### src/rtl/prdt_pkg.sv
// Shared types, constants and status codes for the periodic release deadline tracker.
package prdt_pkg;

  localparam int PERIOD_BITS_DEF = 32;
  localparam int TIME_W          = 48;
  localparam int CFG_ADDR_W      = 3;

  typedef enum logic [1:0] {
    CMD_ARM      = 2'd0,
    CMD_DISARM   = 2'd1,
    CMD_POLL     = 2'd2,
    CMD_COMPLETE = 2'd3
  } cmd_t;

  typedef enum logic [3:0] {
    ST_ARMED       = 4'd0,
    ST_ALREADY     = 4'd1,
    ST_DISARMED    = 4'd2,
    ST_WAITING     = 4'd3,
    ST_RELEASED    = 4'd4,
    ST_RAN         = 4'd5,
    ST_SCHED_ERR   = 4'd6,
    ST_BUSY        = 4'd7,
    ST_NOT_RUNNING = 4'd8,
    ST_CFG_INVALID = 4'd9
  } status_t;

  localparam logic [CFG_ADDR_W-1:0] ADDR_PERIOD   = 3'd0;
  localparam logic [CFG_ADDR_W-1:0] ADDR_DEADLINE = 3'd4;

  typedef struct packed {
    logic [1:0]        command;
    logic [TIME_W-1:0] time_value;
    logic              clock_ok;
    logic              work_failed;
    logic              halt_req;
  } in_item_t;

  typedef struct packed {
    logic [3:0]        status;
    logic              deadline_missed;
    logic              cycle_failed;
    logic              timing_unusable;
    logic [TIME_W-1:0] scheduled_time;
    logic [TIME_W-1:0] elapsed_ticks;
    logic [TIME_W-1:0] periods_skipped;
    logic [TIME_W-1:0] next_release_time;
  } out_item_t;

  // Work handed from front to back: every result, with a completion whose cycle must be closed flagged.
  typedef struct packed {
    logic              close;      // 1: needs division, 0: result is final
    out_item_t         res;        // final result, or partial for close
    logic [TIME_W-1:0] lag;
  } job_t;

  typedef enum logic [1:0] {
    BK_IDLE = 2'd0,
    BK_DIV  = 2'd1,
    BK_FIN  = 2'd2,
    BK_OUT  = 2'd3
  } bk_state_t;

endpackage

### src/rtl/periodic_release_deadline_tracker.sv
// Top level of the periodic release deadline tracker.
// Usage: program period and deadline through the APB-style port while
// idle, then send command beats on in_ (arm, disarm, poll, work completed).
// Every input beat yields exactly one result beat on out_.
// The front stage decodes each command and updates arm/run state; every
// beat then passes through a one-entry queue to the back stage, which for
// beats that close a cycle divides lag by period with a restoring divider,
// one quotient bit per cycle. A result passes the queue register and the
// back stage's OUT state; one that closes a cycle also passes the DIV and
// FIN states first.
// One item at a time: in_stall stays high while an item sits in the queue
// or back stage or its result waits, so the next beat is taken only once
// the result has left.
// Reset (rst_n low, synchronous) disarms, clears the running flag, zeroes
// the stored release and loads period and deadline with 1000.
// When out_stall is high the result beat holds and new input stalls.
module periodic_release_deadline_tracker #(
  parameter int PERIOD_BITS = prdt_pkg::PERIOD_BITS_DEF
) (
  input  logic                                clk,
  input  logic                                rst_n,
  input  logic                                in_valid,
  output logic                                in_stall,
  input  prdt_pkg::in_item_t                  in_data,
  output logic                                out_valid,
  input  logic                                out_stall,
  output prdt_pkg::out_item_t                 out_data,
  input  logic                                psel,
  input  logic                                penable,
  input  logic                                pwrite,
  input  logic [prdt_pkg::CFG_ADDR_W-1:0]     paddr,
  input  logic [31:0]                         pwdata,
  output logic [31:0]                         prdata,
  output logic                                pready
);

  localparam int TIME_BITS = prdt_pkg::TIME_W;

  logic [PERIOD_BITS-1:0] period_r, deadline_r;
  logic                   wr;

  assign pready = 1'b1;
  assign wr     = psel & penable & pwrite;

  // Configuration registers, masked to the period width.
  always_ff @(posedge clk) begin
    if (!rst_n) begin
      period_r   <= PERIOD_BITS'(1000);
      deadline_r <= PERIOD_BITS'(1000);
    end else if (wr) begin
      if (paddr == prdt_pkg::ADDR_PERIOD)   period_r   <= PERIOD_BITS'(pwdata);
      if (paddr == prdt_pkg::ADDR_DEADLINE) deadline_r <= PERIOD_BITS'(pwdata);
    end
  end

  always_comb begin
    case (paddr)
      prdt_pkg::ADDR_PERIOD:   prdata = 32'(period_r);
      prdt_pkg::ADDR_DEADLINE: prdata = 32'(deadline_r);
      default:                 prdata = '0;
    endcase
  end

  // One-entry queue between front and back.
  logic           q_valid_r, q_push, q_pop, busy_back;
  prdt_pkg::job_t q_data_r, q_in;
  logic                 upd_valid, upd_disarm;
  logic [TIME_BITS-1:0] upd_release;

  always_ff @(posedge clk) begin
    if (!rst_n) q_valid_r <= 1'b0;
    else if (q_push) q_valid_r <= 1'b1;
    else if (q_pop) q_valid_r <= 1'b0;
  end
  always_ff @(posedge clk) begin
    if (q_push) q_data_r <= q_in;
  end

  prdt_front #(.PERIOD_BITS(PERIOD_BITS)) u_front (
    .clk, .rst_n, .in_valid, .in_stall, .in_data,
    .period(period_r), .deadline(deadline_r),
    .busy_back, .q_full(q_valid_r), .q_push, .q_data(q_in),
    .upd_valid, .upd_disarm, .upd_release
  );

  prdt_back #(.PERIOD_BITS(PERIOD_BITS)) u_back (
    .clk, .rst_n, .q_valid(q_valid_r), .q_data(q_data_r), .q_pop,
    .period(period_r), .busy(busy_back),
    .upd_valid, .upd_disarm, .upd_release,
    .out_valid, .out_stall, .out_data
  );

endmodule

### src/rtl/prdt_front.sv
// Front end: takes commands, updates arm/run state, classifies work for the back end.
module prdt_front #(
  parameter int PERIOD_BITS = prdt_pkg::PERIOD_BITS_DEF
) (
  input  logic                       clk,
  input  logic                       rst_n,
  input  logic                       in_valid,
  output logic                       in_stall,
  input  prdt_pkg::in_item_t         in_data,
  input  logic [PERIOD_BITS-1:0]     period,
  input  logic [PERIOD_BITS-1:0]     deadline,
  input  logic                       busy_back,   // back end still owns state
  input  logic                       q_full,
  output logic                       q_push,
  output prdt_pkg::job_t             q_data,
  input  logic                       upd_valid,
  input  logic                       upd_disarm,
  input  logic [prdt_pkg::TIME_W-1:0] upd_release
);

  localparam int TIME_BITS = prdt_pkg::TIME_W;

  logic                 armed_r, armed_nxt;
  logic                 running_r, running_nxt;
  logic [TIME_BITS-1:0] tv;
  logic [TIME_BITS-1:0] nr;
  logic                 cfg_ok;
  logic                 take;

  // Hold off while the back end may still rewrite the stored release.
  assign in_stall = q_full | busy_back;
  assign take     = in_valid & ~in_stall;
  assign q_push   = take;
  assign tv       = in_data.time_value[TIME_BITS-1:0];
  assign cfg_ok   = (period != '0) && (deadline != '0) && (deadline <= period);

  // Stored release; the back end rewrites it when a cycle closes.
  logic [TIME_BITS-1:0] nrel_r, nrel_nxt;
  assign nr = nrel_r;

  // Classify the command.
  always_comb begin
    armed_nxt   = armed_r;
    running_nxt = running_r;
    nrel_nxt    = nrel_r;
    q_data      = '0;
    q_data.res.status = prdt_pkg::ST_ARMED;
    case (prdt_pkg::cmd_t'(in_data.command))
      prdt_pkg::CMD_ARM: begin
        if (armed_r) q_data.res.status = prdt_pkg::ST_ALREADY;
        else if (!cfg_ok) q_data.res.status = prdt_pkg::ST_CFG_INVALID;
        else begin
          nrel_nxt    = tv;
          armed_nxt   = 1'b1;
          running_nxt = 1'b0;
          q_data.res.status = prdt_pkg::ST_ARMED;
        end
      end
      prdt_pkg::CMD_DISARM: begin
        armed_nxt = 1'b0; running_nxt = 1'b0;
        q_data.res.status = prdt_pkg::ST_DISARMED;
      end
      prdt_pkg::CMD_POLL: begin
        if (running_r) q_data.res.status = prdt_pkg::ST_BUSY;
        else if (!armed_r || in_data.halt_req) q_data.res.status = prdt_pkg::ST_WAITING;
        else if (!cfg_ok) begin
          armed_nxt = 1'b0; running_nxt = 1'b0;
          q_data.res.status = prdt_pkg::ST_CFG_INVALID;
        end else if (!in_data.clock_ok) begin
          armed_nxt = 1'b0; running_nxt = 1'b0;
          q_data.res.timing_unusable = 1'b1;
          q_data.res.scheduled_time  = prdt_pkg::TIME_W'(nr);
          q_data.res.status = prdt_pkg::ST_SCHED_ERR;
        end else if (tv < nr) q_data.res.status = prdt_pkg::ST_WAITING;
        else begin
          running_nxt = 1'b1;
          q_data.res.scheduled_time = prdt_pkg::TIME_W'(nr);
          q_data.res.status = prdt_pkg::ST_RELEASED;
        end
      end
      default: begin
        if (!running_r) q_data.res.status = prdt_pkg::ST_NOT_RUNNING;
        else if (!cfg_ok) begin
          armed_nxt = 1'b0; running_nxt = 1'b0;
          q_data.res.status = prdt_pkg::ST_CFG_INVALID;
        end else begin
          running_nxt = 1'b0;
          q_data.res.cycle_failed   = in_data.work_failed;
          q_data.res.scheduled_time = prdt_pkg::TIME_W'(nr);
          if (!in_data.clock_ok) begin
            armed_nxt = 1'b0;
            q_data.res.timing_unusable = 1'b1;
            q_data.res.status = prdt_pkg::ST_SCHED_ERR;
          end else if (tv < nr) begin
            armed_nxt = 1'b0;
            q_data.res.timing_unusable = 1'b1;
            q_data.res.status = prdt_pkg::ST_SCHED_ERR;
          end else begin
            q_data.close = 1'b1;
            q_data.lag   = prdt_pkg::TIME_W'(tv - nr);
            q_data.res.elapsed_ticks   = prdt_pkg::TIME_W'(tv - nr);
            q_data.res.deadline_missed =
              (prdt_pkg::TIME_W'(tv - nr) > prdt_pkg::TIME_W'(deadline));
            q_data.res.status = prdt_pkg::ST_RAN;
          end
        end
      end
    endcase
    q_data.res.next_release_time = prdt_pkg::TIME_W'(nrel_nxt);
  end

  // Take command updates, or the back end's update when it closes a completed run.
  always_ff @(posedge clk) begin
    if (!rst_n) begin
      armed_r   <= 1'b0;
      running_r <= 1'b0;
      nrel_r    <= '0;
    end else if (take) begin
      armed_r   <= armed_nxt;
      running_r <= running_nxt;
      nrel_r    <= nrel_nxt;
    end else if (upd_valid) begin
      nrel_r  <= upd_release;
      armed_r <= armed_r & ~upd_disarm;
    end
  end

endmodule

### src/rtl/prdt_back.sv
// Back end: passes each result to out_ and closes a completed cycle with an iterative divide of lag by period.
module prdt_back #(
  parameter int PERIOD_BITS = prdt_pkg::PERIOD_BITS_DEF
) (
  input  logic                        clk,
  input  logic                        rst_n,
  input  logic                        q_valid,
  input  prdt_pkg::job_t              q_data,
  output logic                        q_pop,
  input  logic [PERIOD_BITS-1:0]      period,
  output logic                        busy,
  output logic                        upd_valid,
  output logic                        upd_disarm,
  output logic [prdt_pkg::TIME_W-1:0] upd_release,
  output logic                        out_valid,
  input  logic                        out_stall,
  output prdt_pkg::out_item_t         out_data
);

  localparam int TIME_BITS = prdt_pkg::TIME_W;
  localparam int CNT_W = $clog2(TIME_BITS + 1);

  prdt_pkg::bk_state_t  state_r, state_nxt;
  prdt_pkg::out_item_t  res_r;
  logic [TIME_BITS-1:0] quo_r, rem_r, lag_r;
  logic [TIME_BITS-1:0] lag_r_orig;
  logic [CNT_W-1:0]     cnt_r;
  logic [TIME_BITS:0]   trial;
  logic [TIME_BITS-1:0] per;
  logic                 bnd;
  logic [TIME_BITS-1:0] steps;
  logic [TIME_BITS:0]   shift;
  logic [TIME_BITS:0]   sum;
  logic                 ovf;

  assign per   = TIME_BITS'(period);
  assign trial = {rem_r, lag_r[TIME_BITS-1]} - {1'b0, per};

  // Next state.
  always_comb begin
    state_nxt = state_r;
    case (state_r)
      prdt_pkg::BK_IDLE: if (q_valid) state_nxt = q_data.close ? prdt_pkg::BK_DIV
                                                              : prdt_pkg::BK_OUT;
      prdt_pkg::BK_DIV:  if (cnt_r == CNT_W'(TIME_BITS - 1)) state_nxt = prdt_pkg::BK_FIN;
      prdt_pkg::BK_FIN:  state_nxt = prdt_pkg::BK_OUT;
      prdt_pkg::BK_OUT:  if (!out_stall) state_nxt = prdt_pkg::BK_IDLE;
      default:           state_nxt = prdt_pkg::BK_IDLE;
    endcase
  end

  // Outputs.
  always_comb begin
    q_pop     = (state_r == prdt_pkg::BK_IDLE) && q_valid;
    out_valid = (state_r == prdt_pkg::BK_OUT);
    busy      = (state_r != prdt_pkg::BK_IDLE) || q_valid;
    out_data  = res_r;
  end

  // Finish: the advance is lag minus remainder, plus one period unless lag is
  // a nonzero exact multiple of period; a zero lag thus advances one period.
  always_comb begin
    steps = quo_r;
    bnd   = (lag_r_orig != '0) && (rem_r == '0);
    shift = {1'b0, lag_r_orig} - {1'b0, rem_r} + (bnd ? '0 : {1'b0, per});
    sum   = {1'b0, TIME_BITS'(res_r.scheduled_time)} + {1'b0, shift[TIME_BITS-1:0]};
    ovf   = shift[TIME_BITS] || sum[TIME_BITS];
  end

  assign upd_valid   = (state_r == prdt_pkg::BK_FIN);
  assign upd_disarm  = ovf;
  assign upd_release = ovf ? TIME_BITS'(res_r.next_release_time) : sum[TIME_BITS-1:0];

  always_ff @(posedge clk) begin
    if (!rst_n) begin
      state_r <= prdt_pkg::BK_IDLE;
    end else begin
      state_r <= state_nxt;
    end
  end

  // Load the job when idle, restoring divide one quotient bit a cycle, then finish the result.
  always_ff @(posedge clk) begin
    case (state_r)
      prdt_pkg::BK_IDLE: begin
        res_r      <= q_data.res;
        lag_r      <= TIME_BITS'(q_data.lag);
        lag_r_orig <= TIME_BITS'(q_data.lag);
        rem_r      <= '0;
        quo_r      <= '0;
        cnt_r      <= '0;
      end
      prdt_pkg::BK_DIV: begin
        lag_r <= lag_r << 1;
        cnt_r <= cnt_r + 1'b1;
        if (!trial[TIME_BITS]) begin
          rem_r <= trial[TIME_BITS-1:0];
          quo_r <= {quo_r[TIME_BITS-2:0], 1'b1};
        end else begin
          rem_r <= {rem_r[TIME_BITS-2:0], lag_r[TIME_BITS-1]};
          quo_r <= {quo_r[TIME_BITS-2:0], 1'b0};
        end
      end
      prdt_pkg::BK_FIN: begin
        if (ovf) begin
          res_r.timing_unusable <= 1'b1;
          res_r.status          <= prdt_pkg::ST_SCHED_ERR;
        end else begin
          res_r.periods_skipped   <= prdt_pkg::TIME_W'(bnd ? steps - 1'b1 : steps);
          res_r.next_release_time <= prdt_pkg::TIME_W'(sum[TIME_BITS-1:0]);
        end
      end
      default: ;
    endcase
  end

  // A result is never shown during the finish step.
  a_out_idle: assert property (@(posedge clk) disable iff (!rst_n)
    out_valid |-> !upd_valid) else $error("result during finish");
  // A stalled result holds.
  a_hold: assert property (@(posedge clk) disable iff (!rst_n)
    out_valid && out_stall |=> out_valid && $stable(out_data)) else $error("result changed");
  // Finish only follows the divide.
  a_fin: assert property (@(posedge clk) disable iff (!rst_n)
    upd_valid |-> $past(state_r) == prdt_pkg::BK_DIV) else $error("finish out of order");

endmodule

### config.mk
export PLATFORM = sky130hd
export DESIGN_NAME = periodic_release_deadline_tracker
export DESIGN_NICKNAME = d
export VERILOG_FILES = /design/src/rtl/prdt_pkg.sv /design/src/rtl/periodic_release_deadline_tracker.sv /design/src/rtl/prdt_front.sv /design/src/rtl/prdt_back.sv
export SDC_FILE = /design/constraint.sdc
export NUM_CORES = 2
export LEC_CHECK = 0
export ABC_AREA = 1
export BUFFER_PORTS_ARGS = -buffer_cell sky130_fd_sc_hd__buf_2
export CORE_MARGIN = 3
export CORE_UTILIZATION = 50
export DETAILED_ROUTE_END_ITERATION = 6
export PLACE_DENSITY_LB_ADDON = 0.05
export SYNTH_ARGS = -nofsm -noshare
export SYNTH_HDL_FRONTEND = slang
export SYNTH_SLANG_ARGS = --single-unit
### constraint.sdc
create_clock -name clk -period 10.6 [get_ports clk]
set_clock_uncertainty 0.05 [all_clocks]
set_input_delay 1.59 -clock clk [delete_from_list [all_inputs] [get_ports clk]]
set_output_delay 1.59 -clock clk [all_outputs]
set_load 0.01 [all_outputs]
# Word-level counts from Yosys, hierarchy flattened
# Index checks and enable logic that the tools add are counted.
# totals
ff_bits,618
input_bits,95
elab_cells,171
# classes
add_sub_neg,7
order_cmp,3
eq_ne,19
muxes,74
bitwise,10
reduce_logical,31
# ops
operator,n
two-way mux 48 bit,12
case mux 48 bit (2 select lines),3
two-way mux 97 bit,2
case mux 96 bit (2 select lines),1
two-way mux 49 bit,3
case mux 49 bit (2 select lines),1
two-way mux 96 bit,1
case mux 32 bit (2 select lines),1
nonzero test 32 bit,2
adder 48 x 48 -> 49 bit,1
adder 49 bit,1
subtractor 48 x 48 -> 49 bit,1
subtractor 49 x 32 -> 49 bit,1
> comparator 48 x 32 -> 1 bit,1
zero test 48 bit,1
less-than comparator 48 bit,1
nonzero test 48 bit,1
"subtractor 48 x 1 -> 48 bit, second input constant",1
subtractor 48 bit,1
two-way mux 4 bit,9
less-or-equal comparator 32 bit,1
two-way mux 32 bit,1
two-way mux 1 bit,26
case mux 4 bit (3 select lines),1
other kinds (34),70

# Logic depth before layout (Yosys ltp)
# logic_depth
word_depth,10
ltp_mapped,40
mapped_depth_nobuf,38

# By module
# A second synthesis with hierarchy kept.
# unflattened
cells_unflattened,6947
hier_area_um2,51785.9
# by_module_without_submodules
module,n_inst,cells_per_inst,area_per_inst_um2,seq_area_each_um2
prdt_back,1,4253,30275.3,11961.5
prdt_front,1,1965,10988.0,1001.0
periodic_release_deadline_tracker,1,729,10522.6,8748.4

# Worst setup path after synthesis
# Ideal clock, no wire load.
# synth_path
path_kind,register to register
from,reg u_back.lag_r_orig[15]
to,reg u_back.res_r (netlist bit u_back.out_data[0]) (enable)
t_arrival_ns,10.267
t_required_ns,9.968
slack_ns,-0.300
stages_incl_launch_ff,31
path_buffers,4
synth_period_minus_slack_ns,10.900
path_cell_list,edfxtp_1 -> inv_1 -> nand4_1 -> nor4_1 -> nand3b_1 -> nand2_1 -> clkbuf_1 -> clkbuf_1 -> nand2_1 -> fa_1 -> fa_1 -> nand3b_1 -> nand2_1 -> a21oi_1 -> o21ai_0 -> a21boi_0 -> o21ai_0 -> a21oi_1 -> xnor2_1 -> ha_1 -> nand2_1 -> o21ai_0 -> a21oi_1 -> nor2_1 -> nor2_1 -> nand2_1 -> nor2_2 -> nand2_2 -> buf_6 -> buf_6 -> a21oi_1
# synth_via
elab_chain_len,8
word_cells_on_any_way,9
classes_between,3 x add/sub; 1 x eq/ne; 1 x mux; 4 x reduce/logical
# synth_lines
item,line_no,source
"start, declared",prdt_back.sv:26,logic [TIME_BITS-1:0] lag_r_orig;
"start signal, assigned",prdt_back.sv:88,lag_r_orig <= TIME_BITS'(q_data.lag);
"parallel branches: the longest is 3 deep, another holds subtractor 48 x 48 -> 49 bit",--,
adder 49 bit (*),prdt_back.sv:65,"shift = {1'b0, lag_r_orig} - {1'b0, rem_r} + (bnd ? '0 : {1'b0, per});"
adder 48 x 48 -> 49 bit,prdt_back.sv:66,"sum = {1'b0, TIME_BITS'(res_r.scheduled_time)} + {1'b0, shift[TIME_BITS-1:0]};"
logical OR 1 bit (*),prdt_back.sv:67,ovf = shift[TIME_BITS] || sum[TIME_BITS];
!= test 2 bit (no source line) (*),--,
AND reduction 2 bit (no source line) (*),--,
"end signal, assigned",prdt_back.sv:86,res_r <= q_data.res;
"end, declared",prdt_back.sv:24,prdt_pkg::out_item_t res_r;
# Every way passes the cells marked *.
# A chain may end at the register's enable or synchronous reset.

# Worst setup path in the final report
# layout_path
from,reg u_back.lag_r_orig[40]
to,reg u_back.res_r (netlist bit u_back.out_data[16]) (enable)
# Same word-level chain as after synthesis.

==> results list <==
- Run status: finished with violations
- The final reports fail on design-rule violations.
- Yosys printed 0 warnings.
- In this run the mean area of a mapped cell was approximately 7.4 µm².
* Worst path slowest cell: a21oi_4
- Placement-stage worst setup slack: 2640 ps
- Placed cell count: 7345
- Registers take 17400 µm².
- The max-slew violation total from the final report came to 0.
* Vias per cell: about 5.7
- Counting the buffers created by CTS gives 74.
- Post-DP HPWL: between 100000 and 150000 µm
- Sequential cell area fraction in the yosys report: 0.395
- In this design, the critical path's most frequently occurring cell is a21oi_1.
- Number of detailed-route iterations in the first pass: 7
* Number of nets in the final layout: 6663
- Clock-pin slew was measured on the worst setup and hold paths at 60 ps.
- Setup violations remaining at the end of the flow were counted as 0.
* Nature of the critical path startpoint: register
- Counting flops with a built-in enable in the synthesized netlist gives 501.
* CTS HTree Levels: 3
- GR Util All Layers: 0.383
* Die Y: 303 µm
- In the post-route analysis, the smallest setup slack over all paths is 2450 ps.
- Clock tree from TritonCTS: yes
- Max Cap Violations: 0
- Worst Setup End Kind: register
- Remaining antenna violation count after routing: 0
- Of the cells placed in the final design, the portion with a size suffix greater than 1 is 0.0872.
- Async set-reset flop share out of synthesis: 0
- Once layout is complete, the cells apart from fillers number 7482.
- Fill cells in the final layout number 8505.
- Period Utilization, post-route: 0.769
- Initial antenna violation count: 8
- Area of the multi-input gates: 22300 µm²
- At the worst endpoint, the arrival time is 8460 ps.
- Number of flip-flops and latches in the synthesized netlist: 618
- The detailed router finished its first iteration with between 5000 and 6000 violations.
- CTS root buf: clkbuf_16
* Global-route congestion overflow total: 0
- Final number of hold-violating endpoints: 0
* Post-synthesis net count: 6383
- The floorplan has 108 rows.
- Relative to the synthesized area, the layout overhead comes to 11.7%.
- In the routed design, unresolved DRC markers number 1.
- The floorplan step defined a die boundary enclosing 91600 µm².
- After detailed routing, the average wire length per cell comes to 23.9 µm.
- After detailed routing, the total wire length is 179000 µm.
- Tightest Pin Transition: 1050 ps
- The count of buffers added on input and output ports is around 330.
- Number of buffers inserted to repair setup after CTS: 0
- The core region is 87000 µm².
* Sum of negative setup slack: 0 ps
* Area leader, netlist: edfxtp_1
- Crit path largest cell delay: 700 ps
- For this design the top-level I/O count stands at 329.
- Most used flip-flop cell after synthesis: edfxtp_1
* CTS Hold Buffers Added: 0
* CTS Buffer Depth: 3
- Timing would allow up to between 0.1 and 0.15 GHz.
* Total via count in the routed design: ~43000
- Entering global routing, the biggest net connects 125 pins.
- Setup repair after global routing missed its margin: no
* Class of the tightest hold or removal check: reg -> reg
* Vias in the first global route: between 30000 and 40000
- Final critical delay including setup and external delays: around 8200 ps
- Max-Slew Margin vs Limit: 0.303
* ANT cells: 0
* Cell area after technology mapping: roughly 44000 µm²
- By area the synthesized netlist is led by edfxtp_1 (34%), nand2_1 (14%), inv_1 (8.2%), ha_1 (7.6%), nor2_1 (6.2%).
- Initial cell density of the core: 0.506
- Number of distinct library cell variants in the gate-level netlist after synthesis: 51
- Global-route wire length before repair: 257000 µm
- Area share of the largest cell type after synthesis: 0.342
* Last weighted congestion value of the routability-driven placer: approximately 1.1
- Cell count after synthesis: 5986
* Sinks on Clock Net: 618
- Highest net fanout along the worst path: 29
- Setup Crit Path Kind: reg -> reg
- Number of gates resized after CTS: 0
- Die extent in x: 303 µm
- Data required time of the critical path: 10910 ps
- Clock latency on the worst-skew pair, taken at its later pin, is between 600 and 700 ps.
==> cells in the final DEF (no fill, tap or decap), types with 43 or more instances in the layout <==
master | synthesis | routed
o21ai_0 | 248 | 248
dfxtp_1 | 117 | 117
edfxtp_1 | 501 | 501
nor3_1 | 43 | 43
nand2_1 | 1618 | 1614
a21oi_1 | 378 | 377
buf_2 | 35 | 327
nand3_1 | 290 | 289
xnor2_1 | 71 | 71
nor2_1 | 731 | 728
nand4_1 | 121 | 121
xor2_1 | 91 | 91
nor4_1 | 61 | 61
clkbuf_16 | 0 | 74
inv_1 | 966 | 964
and2_1 | 54 | 54
ha_1 | 267 | 264
==> metrics by stage <==
| step | cell area (µm²) | hold WS, ps | utilization |
|---|---|---|---|
| final | 49200 | 367 | 0.565 |
| after global routing | 49200 | 372 | 0.565 |
| after CTS | 49200 | 368 | 0.565 |
| after detailed placement | 46800 | 355 | 0.538 |
| after global placement | 46800 | 351 | 0.538 |
| after floorplan | 44000 | 350 | - |
==> cell type report <==
cell class	count	share of cell area
clock inverter	40	0.00807
clock buffer	97	0.0406
sequential	618	0.354
timing repair buffer	362	0.0394
tap	1155	0.0294
multi-input combinational	4233	0.454
inverter	977	0.0747
==> path summary, 6_finish.rpt <==
path	from	endpoint	slack (ps)	cells past startpoint
max	u_back.lag_r_orig[40]$_DFFE_PP_	u_back.out_data[16]$_DFFE_PP_	2450	27
min reg2reg	q_data_r[201]$_DFFE_PP_	u_back.out_data[153]$_DFFE_PP_	370	0
max reg2reg	u_back.lag_r_orig[40]$_DFFE_PP_	u_back.out_data[16]$_DFFE_PP_	2450	27
min	q_data_r[201]$_DFFE_PP_	u_back.out_data[153]$_DFFE_PP_	370	0
==> state kept, by name, summed over array words and instances (netlist names) <==
signal	flops
deadline_r	32
u_back.quo_r	48
u_back.state_r	2
q_data_r	152
u_back.lag_r_orig	48
u_back.lag_r	48
u_back.out_data	151
period_r	32
q_valid_r	1
u_front.running_r	1
u_front.armed_r	1
u_back.rem_r	48
u_back.cnt_r	6
u_front.nr	48
==> cells by family after synthesis <==
logic type | Yosys count | synth area share
XOR/XNOR | 162 | 0.0322
other | 1 | 0.0000852
flip-flops | 618 | 0.395
AND/OR/NAND/NOR | 3001 | 0.288
AO/OA/AOI/OAI | 767 | 0.0934
buffers and inverters | 1135 | 0.0996
adder cells (fa/ha/maj) | 302 | 0.0918
==> cells in the mapped netlist, types with 9 or more instances <==
cell type / instances
edfxtp_1: 501
nor2_1: 731
buf_2: 35
nor4_1: 61
o21a_1: 11
ha_1: 267
nand2_1: 1618
dfxtp_1: 117
a31oi_1: 29
a21oi_1: 378
and2_1: 54
buf_6: 9
o22ai_1: 32
nor4_2: 22
xnor2_1: 71
inv_2: 10
nand3b_1: 18
inv_1: 966
o21bai_1: 20
o21ai_0: 248
a21o_1: 13
a21boi_0: 13
nand3_1: 290
clkbuf_1: 105
nand4_1: 121
fa_1: 35
nor3_1: 43
xor2_1: 91
==> routing by layer <==
layer | global-route usage | part of all wire | routed length (µm) | vias up
met1 | 0.532 | 0.41 | 73500 | 20000
met5 | 0 | 0.000062 | 11 | -
met4 | 0.157 | 0.047 | 8360 | 2
met2 | 0.581 | 0.43 | 77200 | 2329
li1 | - | - | - | 20000
met3 | 0.0839 | 0.11 | 19800 | 354
==> worst max-delay path, delay by kind of cell, from the launching register on <==
family | cells | cell delay, ps
xor gates and xnor gates | 1 | 380
and+or+nand+nor | 12 | 2450
adders and majority gates | 3 | 1360
buffers and inverters | 2 | 440
AOI/OAI and AO/OA | 9 | 2670
DFF | 1 | 430
Power is not shown: default switching activity piles up to over one toggle a cycle in this logic, so the estimate is an artifact.
